===== src/rtl/rroc_pkg.sv =====
// Shared constants, types and helper functions for the range overlap counter.
`timescale 1ns / 1ps
`default_nettype none
package rroc_pkg;

    localparam int COORD_W     = 32;
    localparam int BOX_W       = 4 * COORD_W;
    localparam int TOP_ENTRIES = 64;
    localparam int TOP_AW      = $clog2(TOP_ENTRIES);
    localparam int LOCAL_NODES = 128;
    localparam int NODE_AW     = $clog2(LOCAL_NODES);
    localparam int NODE_CAP    = 16;
    localparam int SLOT_W      = $clog2(NODE_CAP);
    localparam int CNT_W       = 5;
    localparam int NODE_W      = BOX_W + 1 + CNT_W;
    localparam int HIT_W       = 12;
    localparam int HIT_MAX     = (1 << HIT_W) - 1;
    localparam int LNC_W       = 8;
    localparam int DIV_W       = 16;
    localparam int RC_W        = 6;
    localparam int GATE_W      = DIV_W + 1;
    localparam int GATE_SPAN   = 3;
    localparam int KW          = $clog2(GATE_SPAN + 1);
    localparam int IN_DATA_W   = 152;
    localparam int OUT_DATA_W  = 16;
    localparam int CFG_IDX_W   = 2;
    localparam int CFG_DATA_W  = 16;

    typedef enum logic [1:0] {
        MODE_TOP   = 2'd0,
        MODE_NODE  = 2'd1,
        MODE_LEAF  = 2'd2,
        MODE_QUERY = 2'd3
    } mode_t;

    typedef enum logic [CFG_IDX_W-1:0] {
        REG_LOW_NODE_COUNT = 2'd0,
        REG_FANOUT         = 2'd1,
        REG_UNIT_INDEX     = 2'd2,
        REG_ROOT_CHILDREN  = 2'd3
    } reg_idx_t;

    typedef enum logic [2:0] {
        ST_IDLE,
        ST_DIV_GROUP,
        ST_DIV_GATE,
        ST_GATE_RD,
        ST_GATE_CK,
        ST_SCAN,
        ST_DRAIN,
        ST_RESULT
    } state_t;

    typedef struct packed {
        logic [LNC_W-1:0] low_node_count;
        logic [DIV_W-1:0] fanout;
        logic [DIV_W-1:0] unit_index;
        logic [RC_W-1:0]  root_children;
    } cfg_t;

    typedef struct packed {
        mode_t             mode;
        logic [NODE_AW-1:0] index;
        logic [SLOT_W-1:0] slot;
        logic [BOX_W-1:0]  box;
        logic              is_leaf;
        logic [CNT_W-1:0]  entry_count;
    } item_t;

    // Boxes are packed xmin, ymin, xmax, ymax from the lowest bits up.
    function automatic logic box_meets(input logic [BOX_W-1:0] a, input logic [BOX_W-1:0] b);
        logic signed [COORD_W-1:0] axn, ayn, axx, ayx, bxn, byn, bxx, byx;
        axn = a[0*COORD_W +: COORD_W];
        ayn = a[1*COORD_W +: COORD_W];
        axx = a[2*COORD_W +: COORD_W];
        ayx = a[3*COORD_W +: COORD_W];
        bxn = b[0*COORD_W +: COORD_W];
        byn = b[1*COORD_W +: COORD_W];
        bxx = b[2*COORD_W +: COORD_W];
        byx = b[3*COORD_W +: COORD_W];
        return !(axx < bxn || axn > bxx || ayx < byn || ayn > byx);
    endfunction

endpackage
`default_nettype wire


===== src/rtl/rroc_front.sv =====
// Input side: takes beats, decodes them into items and queues them for the engine.
`timescale 1ns / 1ps
`default_nettype none
module rroc_front (
    input  wire logic                           clk,
    input  wire logic                           rst_n,
    input  wire logic                           s_tvalid,
    output logic                                s_tready,
    input  wire logic [rroc_pkg::IN_DATA_W-1:0] s_tdata,
    input  wire logic [1:0]                     s_tuser,
    output logic                                item_valid,
    output rroc_pkg::item_t                     item,
    input  wire logic                           item_pop
);

    rroc_pkg::item_t item_in;
    logic            keep, push;
    rroc_pkg::item_t q_reg [2];
    logic            wr_ptr_reg, rd_ptr_reg;
    logic [1:0]      cnt_reg;

    always_comb
    begin
        item_in.mode        = rroc_pkg::mode_t'(s_tuser);
        item_in.index       = s_tdata[6:0];
        item_in.slot        = s_tdata[10:7];
        item_in.box         = s_tdata[138:11];
        item_in.is_leaf     = s_tdata[139];
        item_in.entry_count = s_tdata[144:140];
    end

    // A top entry load beyond the top store has no effect and is dropped here.
    assign keep = !(item_in.mode == rroc_pkg::MODE_TOP &&
                    item_in.index[rroc_pkg::NODE_AW-1:rroc_pkg::TOP_AW] != '0);

    assign s_tready   = cnt_reg != 2'd2;
    assign push       = s_tvalid && s_tready && keep;
    assign item_valid = cnt_reg != 2'd0;
    assign item       = q_reg[rd_ptr_reg];

    always_ff @(posedge clk or negedge rst_n)
    begin
        if (!rst_n)
        begin
            wr_ptr_reg <= 1'b0;
            rd_ptr_reg <= 1'b0;
            cnt_reg    <= 2'd0;
        end
        else
        begin
            if (push)
            begin
                wr_ptr_reg <= ~wr_ptr_reg;
            end
            if (item_pop)
            begin
                rd_ptr_reg <= ~rd_ptr_reg;
            end
            cnt_reg <= cnt_reg + {1'b0, push} - {1'b0, item_pop};
        end
    end

    always_ff @(posedge clk)
    begin
        if (push)
        begin
            q_reg[wr_ptr_reg] <= item_in;
        end
    end

endmodule
`default_nettype wire


===== config.mk =====
export PLATFORM = sky130hd
export DESIGN_NAME = rroc_front
export DESIGN_NICKNAME = d
export VERILOG_FILES = /design/src/rtl/rroc_pkg.sv /design/src/rtl/rroc_front.sv
export SDC_FILE = /design/constraint.sdc
export NUM_CORES = 1
export LEC_CHECK = 0
export BUFFER_PORTS_ARGS = -buffer_cell sky130_fd_sc_hd__buf_2
export CAP_MARGIN = 25
export CORE_ASPECT_RATIO = 0.6
export CORE_UTILIZATION = 47
export CTS_CLUSTER_DIAMETER = 60
export DETAILED_ROUTE_END_ITERATION = 10
export HOLD_SLACK_MARGIN = 0.02
export PLACE_DENSITY_LB_ADDON = 0.3
export SYNTH_ARGS = -nofsm -noshare
export SYNTH_HDL_FRONTEND = slang
export SYNTH_SLANG_ARGS = --single-unit

===== constraint.sdc =====
create_clock -name clk -period 7.8 [get_ports clk]
set_clock_uncertainty 0.05 [all_clocks]
set_input_delay 1.17 -clock clk [delete_from_list [all_inputs] [get_ports clk]]
set_output_delay 1.17 -clock clk [all_outputs]
set_load 0.01 [all_outputs]

Word-level counts from Yosys, hierarchy flattened:

Memories as Yosys holds them, arrays and structs flattened.
Cells that the tools add are included.

* word-level logic and storage cells: 17
* flip-flop bits (word level): 4
* bits in writable memories: 294
* memories: 1
* input port bits: 158
* memory bits (read-only): 0
* output and inout port bits: 149
* bits in latches: 0

* magnitude comparators: 0
* mux-type cells: 2
* equality and inequality tests: 1
* div/mod/pow operators: 0
* multiply operators: 0
* bitwise gates (word level): 2
* add/sub/neg operators: 2
* shift operators: 0
* reduce and logical (&&, ||, !) cells: 6

Memory list
* q_reg: words 2, width 147, read ports 1, clocked after Yosys merged registers in 0, write ports 1, RTL line rroc_front.sv:18 `rroc_pkg::item_t q_reg [2];`

Operators by type and width (number)
* 1-bit logical AND: 3
* 2-bit by 1-bit adder with 2-bit output: 1
* 2-bit logical NOT: 1
* 1-bit two-way mux: 2
* 2-bit != test (second input constant): 1
* 1-bit inverter: 2
* 2-bit nonzero test: 1
* 2-bit by 1-bit subtractor with 2-bit output: 1
* 1-bit logical NOT: 1

Longest topological paths before layout:

Gate-level depths: netlist of the first run.

* word-level depth: 6
* depth in mapped cells: 4
* depth with buffers taken out: 4

Worst setup path after synthesis of the first run:

No wires, ideal clock.

* path kind: input-to-reg
* from: input port s_tdata[6] (netlist name)
* to: memory q_reg[0][0] (netlist name), enable pin
* stages: 3
* path slack: -0.492 ns
* required time: 7.094 ns
* path buffers: 0
* arrival time: 7.586 ns
* library setup time: 0.656 ns
* cells stage by stage: or3b_1 nand3_2 nor2_1

* longest elaborated chain between the ends: 5

Ends and longest elaborated chain
* start, declared: RTL line rroc_front.sv:9 `input wire logic [rroc_pkg::IN_DATA_W-1:0] s_tdata,`
* 1-bit logical AND: RTL line rroc_front.sv:33 `assign keep = !(item_in.mode == rroc_pkg::MODE_TOP &&`
* 1-bit logical NOT: RTL line rroc_front.sv:33
* 1-bit logical AND: RTL line rroc_front.sv:37 `assign push = s_tvalid && s_tready && keep;`
* 1-bit two-way mux: RTL line rroc_front.sv:65 `if (push)`
* 1-bit two-way mux (not written as such): RTL line rroc_front.sv:67 `q_reg[wr_ptr_reg] <= item_in;`
* end, declared: RTL line rroc_front.sv:18

No other way between the ends.

==> impl_metrics.env, run 1 <==
export IMPL_dp_hpwl_mm=14.2
export IMPL_fin_area_um2=13600
export IMPL_fillCellCount=1632
export IMPL_clock_tree_root_cell="clkbuf_16"
export IMPL_initial_core_util_pct=48.6
export IMPL_cts_resized=0
export IMPL_cp_cell_sequence="buf_4 > mux2_2 > buf_2"
export IMPL_critical_path_startpoint="rd_ptr_reg"
export IMPL_power_mw=4.99
export IMPL_cp_slowest_cell="dfrtp_4"
export IMPL_switching_power_mw=1.40
export IMPL_finish_utilization_pct=60.9
export IMPL_crit_path_end_kind="output port"
export IMPL_dp_slack_ns=4.47
export IMPL_cts_setup_buffers=0
export IMPL_cts_buffers=27
export IMPL_wirelength_mm=21.2
export IMPL_drv_cap=0
export IMPL_p_leak_nw=5.06
export IMPL_min_path_type="input port to asynchronous set/reset pin"
export IMPL_synth_seq_cells=298
export IMPL_setup_tns_final_ns=0
export IMPL_seq_area_frac_synth_pct=82.2
export IMPL_multi_input_area_um2=1770
export IMPL_finalNonFillerCells=1127
export IMPL_critical_path_top_delay_family="flip-flops"
export IMPL_syn2layout_area_growth_pct=25.3
export IMPL_dpl_cell_area_um2=12600
export IMPL_drc=0
export IMPL_p_sw_share_pct=28.1
export IMPL_grt_overflow=0
export IMPL_synth_ff_type="edfxtp_1"
export IMPL_synth_edf_count=294
export IMPL_critPathLaunchType="register"
export IMPL_comb_power_share_pct=27.8
export IMPL_crit_fanout=53
export IMPL_vias_per_cell=4.87
export IMPL_mappedNetlistNets=635
export IMPL_clk_pin_slew_worst_paths_ns=0.06
export IMPL_register_area_um2=8930
export IMPL_synth_top_area_share_pct=81.3
export IMPL_core_area_um2=22300
export IMPL_dieHeight_um=120
export IMPL_avgSynthCellArea_um2=22.8
export IMPL_synthesis_area_um2=10900
export IMPL_final_common_cell="buf_2"
export IMPL_relSlewSlack_pct=37.0
export IMPL_r2r_start="cnt_reg[1]"
export IMPL_drtAntennaViolNets=0
export IMPL_clockBufferDepth=3
export IMPL_ff2ff_setup_slack_ns=5.73
export IMPL_irDropWorstVdd_mv=0.204
export IMPL_rows=42
export IMPL_fin_hold_ws_ns=0.396
export IMPL_io_pins=307
export IMPL_crit_buf_inv=2
export IMPL_portBuffers=299
export IMPL_syn_instance_count=476
export IMPL_dieArea_um2=23700
export IMPL_chipWidth_um=198
export IMPL_gp_congestion=0.742
export IMPL_fin_ws_ns=3.97
export IMPL_drive_gt1_share_pct=60.7
export IMPL_grt_pass1_vias=5755
export IMPL_grt_first_pass_wirelength_mm=31.4
export IMPL_layout_common_cells="buf_2 (299), edfxtp_1 (294), mux2_2 (147), clkbuf_16 (27), clkbuf_1 (8)"
export IMPL_async_reset_ff_share_pct=1.34
export IMPL_maxSlewViolCount=0
export IMPL_hold_buffers=0
export IMPL_yosysUniqueCellTypes=16
export IMPL_cts_sinks=298
export IMPL_cts_tree="built"
export IMPL_critPathRequiredTime_ns=6.58
export IMPL_synth_warnings=0
export IMPL_powerDensity_nw_per_um2=367
export IMPL_dr_total_vias=5491
export IMPL_setup_violations_final=0
export IMPL_p_int_mw=3.58
export IMPL_nets=955
export IMPL_finalHoldViolCount=0
export IMPL_htree_num_levels=1
export IMPL_clk_latency_ns=0.52
export IMPL_worst_pin_slew_ns=0.945
export IMPL_yosysTopAreaCell="edfxtp_1"
export IMPL_arrival_ns=2.61
export IMPL_cp_slowest_stage_delay_ns=0.81
export IMPL_drtIter0Drc=230
export IMPL_dp_cells=1073
export IMPL_p_clk_share_pct=26.9
export IMPL_grt_max_degree=81
export IMPL_min_period_ns=3.83
export IMPL_wl_per_cell_um=18.8
export IMPL_pwr_share_seq_pct=45.3
export IMPL_fin_crit_sh_pct=49.1
export IMPL_grt_antenna_before_repair=6
export IMPL_outcome="completed"
export IMPL_rsz0062_at_grt="false"
export IMPL_grt_usage_pct=17.4
export IMPL_timing_fmax_mhz=261
export IMPL_criticalPathCategory="register to output port"
export IMPL_yosys_top_cells_area="edfxtp_1 (81%), mux2_2 (15%), buf_6 (1.2%), dfrtp_1 (0.92%), xor2_1 (0.24%)"
export IMPL_largest_reg_flops=294
export IMPL_dr_pass1_iters=4
==> area by class of cell <==
cell class                 instances  share of cell area, %
antenna                            4                 0.0736
clock buffer                      35                   5.19
clock inverter                    13                   1.38
inverter                           2                 0.0552
multi-input combinational        160                   13.0
sequential                       298                   65.7
tap                              308                   2.83
timing repair buffer             307                   11.7
==> synth_stat cells, types with 2 or more instances <==
cell	count
edfxtp_1	294
mux2_2	147
buf_6	12
dfrtp_1	4
xor2_1	3
buf_2	2
buf_4	2
inv_1	2
nor2_1	2
xnor2_1	2
==> power by group through the flow <==
stage | Sequential, mW | Combinational (mW) | Clock (mW)
after floorplan | 2.31 | 0.947 | 0
after global placement | 2.28 | 1.35 | 0
after detailed placement | 2.30 | 1.38 | 0
after CTS | 2.27 | 1.39 | 1.37
after global routing | 2.29 | 1.49 | 1.44
final | 2.26 | 1.39 | 1.34
==> kinds of logic (layout without fill, tap and decap cells) <==
| kind of cell | Yosys count | in the layout | synth area share (%) |
|---|---|---|---|
| adder cells (fa/ha/maj) | 1 | 1 | 0.115 |
| AND/OR/NAND/NOR | 7 | 7 | 0.438 |
| XOR/XNOR | 5 | 5 | 0.403 |
| flip-flops | 298 | 298 | 82.2 |
| other | 0 | 4 | 0 |
| multiplexers | 147 | 147 | 15.2 |
| buffers and inverters | 18 | 357 | 1.54 |
==> path summary, 6_finish.rpt <==
kind                       cells after the start           end
max                                            3      item[92]
min                                            1    wr_ptr_reg
max reg2reg                                    4  q_reg[1][93]
min reg2reg                                    1    wr_ptr_reg
max in group asynchronous                      1    rd_ptr_reg
min in group clk                               1    wr_ptr_reg
==> worst register-to-register path: stages (launching register included) <==
cell      delay, ns
dfrtp_1        0.40
nand2b_1       0.13
nand3_2        0.19
nor2_4         0.13
buf_4          0.69
==> layer usage <==
metal  vias to the layer above  part of all wire [%]  GRT usage (%)  wire (um)
li1                       2542                     -              -          -
met1                      2695                    42           22.7       8930
met2                       210                    46           27.5       9680
met3                        40                   9.7           6.66       2060
met4                         4                   2.1           4.51        448
met5                         -                  0.14              0         29
Note: power is estimated with default switching activity, not from simulation.
==> run 2: changes to the inputs <==
CORE_UTILIZATION = 50   (was 47)
clock period = 3.6 ns   (was 7.8 ns; I/O delays follow)
==> run 2 against run 1 <==
  * Count of clock-buffer cells in the layout is 2 lower
  * Setup slack worse by 3.1 ns
  * First-iteration DRC count is 40% higher
  * Routed wire length is 2.0% lower
  * Total power is 120% higher
  * Sequential share of layout area is 0.18 points lower
  * Sequential power is 110% higher
  * Hold slack worse by 0.25 ns
  * Global-route usage is 0.12 points higher
  * Sequential cell count stayed put
  * Register-to-register slack worse by 4.0 ns
  * Critical endpoint is now item[106]
  * Largest power group unchanged
  * Highest routed layer is now met4
==> impl_metrics.env, run 2 (same netlist as run 1, synthesis figures left out) <==
export IMPL_cp_cell_sequence="buf_12 > mux2_2 > buf_2"
export IMPL_drtAntennaViolNets=0
export IMPL_grt_max_degree=149
export IMPL_outcome="completed"
export IMPL_portBuffers=299
export IMPL_p_leak_nw=5.08
export IMPL_grt_pass1_vias=5664
export IMPL_clock_tree_root_cell="clkbuf_16"
export IMPL_powerDensity_nw_per_um2=802
export IMPL_timing_fmax_mhz=360
export IMPL_fin_hold_ws_ns=0.145
export IMPL_finalHoldViolCount=0
export IMPL_crit_path_end_kind="output port"
export IMPL_vias_per_cell=4.98
export IMPL_power_mw=10.9
export IMPL_criticalPathCategory="register to output port"
export IMPL_chipWidth_um=192
export IMPL_multi_input_area_um2=1770
export IMPL_cp_slowest_stage_delay_ns=0.55
export IMPL_hold_buffers=1
export IMPL_grt_antenna_before_repair=5
export IMPL_cts_setup_buffers=0
export IMPL_drv_cap=0
export IMPL_r2r_start="cnt_reg[1]"
export IMPL_worst_pin_slew_ns=0.831
export IMPL_rows=41
export IMPL_clk_pin_slew_worst_paths_ns=0.06
export IMPL_critPathLaunchType="register"
export IMPL_dr_total_vias=5473
export IMPL_maxSlewViolCount=0
export IMPL_cts_sinks=298
export IMPL_cts_tree="built"
export IMPL_clockBufferDepth=3
export IMPL_arrival_ns=2.19
export IMPL_fillCellCount=1454
export IMPL_relSlewSlack_pct=44.6
export IMPL_grt_overflow=0
export IMPL_rsz0062_at_grt="false"
export IMPL_grt_first_pass_wirelength_mm=29.7
export IMPL_cp_slowest_cell="buf_12"
export IMPL_wl_per_cell_um=18.9
export IMPL_largest_reg_flops=294
export IMPL_irDropWorstVdd_mv=0.584
export IMPL_grt_usage_pct=17.5
export IMPL_cts_buffers=28
export IMPL_dr_pass1_iters=4
export IMPL_nets=954
export IMPL_syn2layout_area_growth_pct=25.6
export IMPL_dieArea_um2=22300
export IMPL_setup_violations_final=0
export IMPL_ff2ff_setup_slack_ns=1.78
export IMPL_wirelength_mm=20.7
export IMPL_initial_core_util_pct=51.4
export IMPL_cts_resized=0
export IMPL_reg2reg_depth=4
export IMPL_fin_crit_sh_pct=77.1
export IMPL_drtIter0Drc=323
export IMPL_layout_common_cells="buf_2 (299), edfxtp_1 (294), mux2_2 (147), clkbuf_16 (29), clkinv_1 (6)"
export IMPL_drive_gt1_share_pct=60.9
export IMPL_io_pins=307
export IMPL_htree_num_levels=1
export IMPL_dp_hpwl_mm=13.5
export IMPL_endpoint="item[106]"
export IMPL_min_path_type="input port to register"
export IMPL_core_area_um2=21100
export IMPL_min_period_ns=2.78
export IMPL_final_common_cell="buf_2"
export IMPL_critPathRequiredTime_ns=3.01
export IMPL_min_path_cells=1
export IMPL_critical_path_startpoint="rd_ptr_reg"
export IMPL_gp_congestion=0.751
export IMPL_dieHeight_um=116
export IMPL_clk_latency_ns=0.52
export IMPL_register_area_um2=8930
export IMPL_crit_fanout=148
export IMPL_r2r_end="q_reg[0][87]"
export IMPL_drc=0
run 2: cell count changes in the layout (fill, tap and decap cells not counted):
cell           previous run  this run
buf_12                    0         5
buf_16                    2         0
buf_4                     6         0
clkbuf_1                  8         4
clkbuf_16                27        29
clkinv_1                  4         6
clkinvlp_4                1         2
diode_2                   4         5
dlygate4sd3_1             0         1
inv_8                     0         1
run 2: stage by stage:
stage	area, um^2	setup TNS (ns)	setup WS, ns	cells	utilization [%]
2_1_floorplan	10900	-466.95	-1.59	476	-
3_3_place_gp	12700	0	1.40	1043	59.9
3_5_place_dp	12700	0	1.38	1043	59.9
4_1_cts	13600	0	0.800	1094	64.5
5_1_grt	13600	0	0.713	1095	64.5
6_report	13600	0	0.823	1099	64.5
run 2: routing by layer:
metal	share of wire (%)	vias up	global-route usage, %
met5	0	-	0
met3	12	36	7.72
met1	41	2667	21.8
met2	46	223	28.2
li1	-	2547	-
met4	2.1	0	4.83
run 2: final cells by class:
class                   instances  area share, %
flip-flops and latches        298           65.5
multi-input cells             160           13.0
repair buffers                305           11.8
clock buffers                  33           5.43
well taps                     279           2.56
clock inverters                17           1.57
diodes                          5         0.0918
inverters                       2         0.0551
run 2: where the power goes:
group / total, mW / switching, mW / internal (mW)
Sequential: 4.80 / 0.153 / 4.65
Clock: 3.02 / 1.20 / 1.82
Combinational: 3.11 / 1.71 / 1.40
Total: 10.9 / 3.06 / 7.87
run 2: worst max-delay path: cells and delay by family (launching register included):
| kind | cells | cell delay, ns |
|---|---|---|
| muxes | 1 | 0.42 |
| buffers and inverters | 2 | 0.70 |
| DFF | 1 | 0.41 |
run 2: worst min path at each step:
stage / endpoint / start
final: q_reg[1][139] / s_tdata[1]
after global routing: q_reg[0][83] / s_tdata[88]
after CTS: q_reg[0][59] / s_tdata[64]
after detailed placement: cnt_reg[0] / rst_n
after global placement: cnt_reg[0] / rst_n
after floorplan: cnt_reg[0] / rst_n
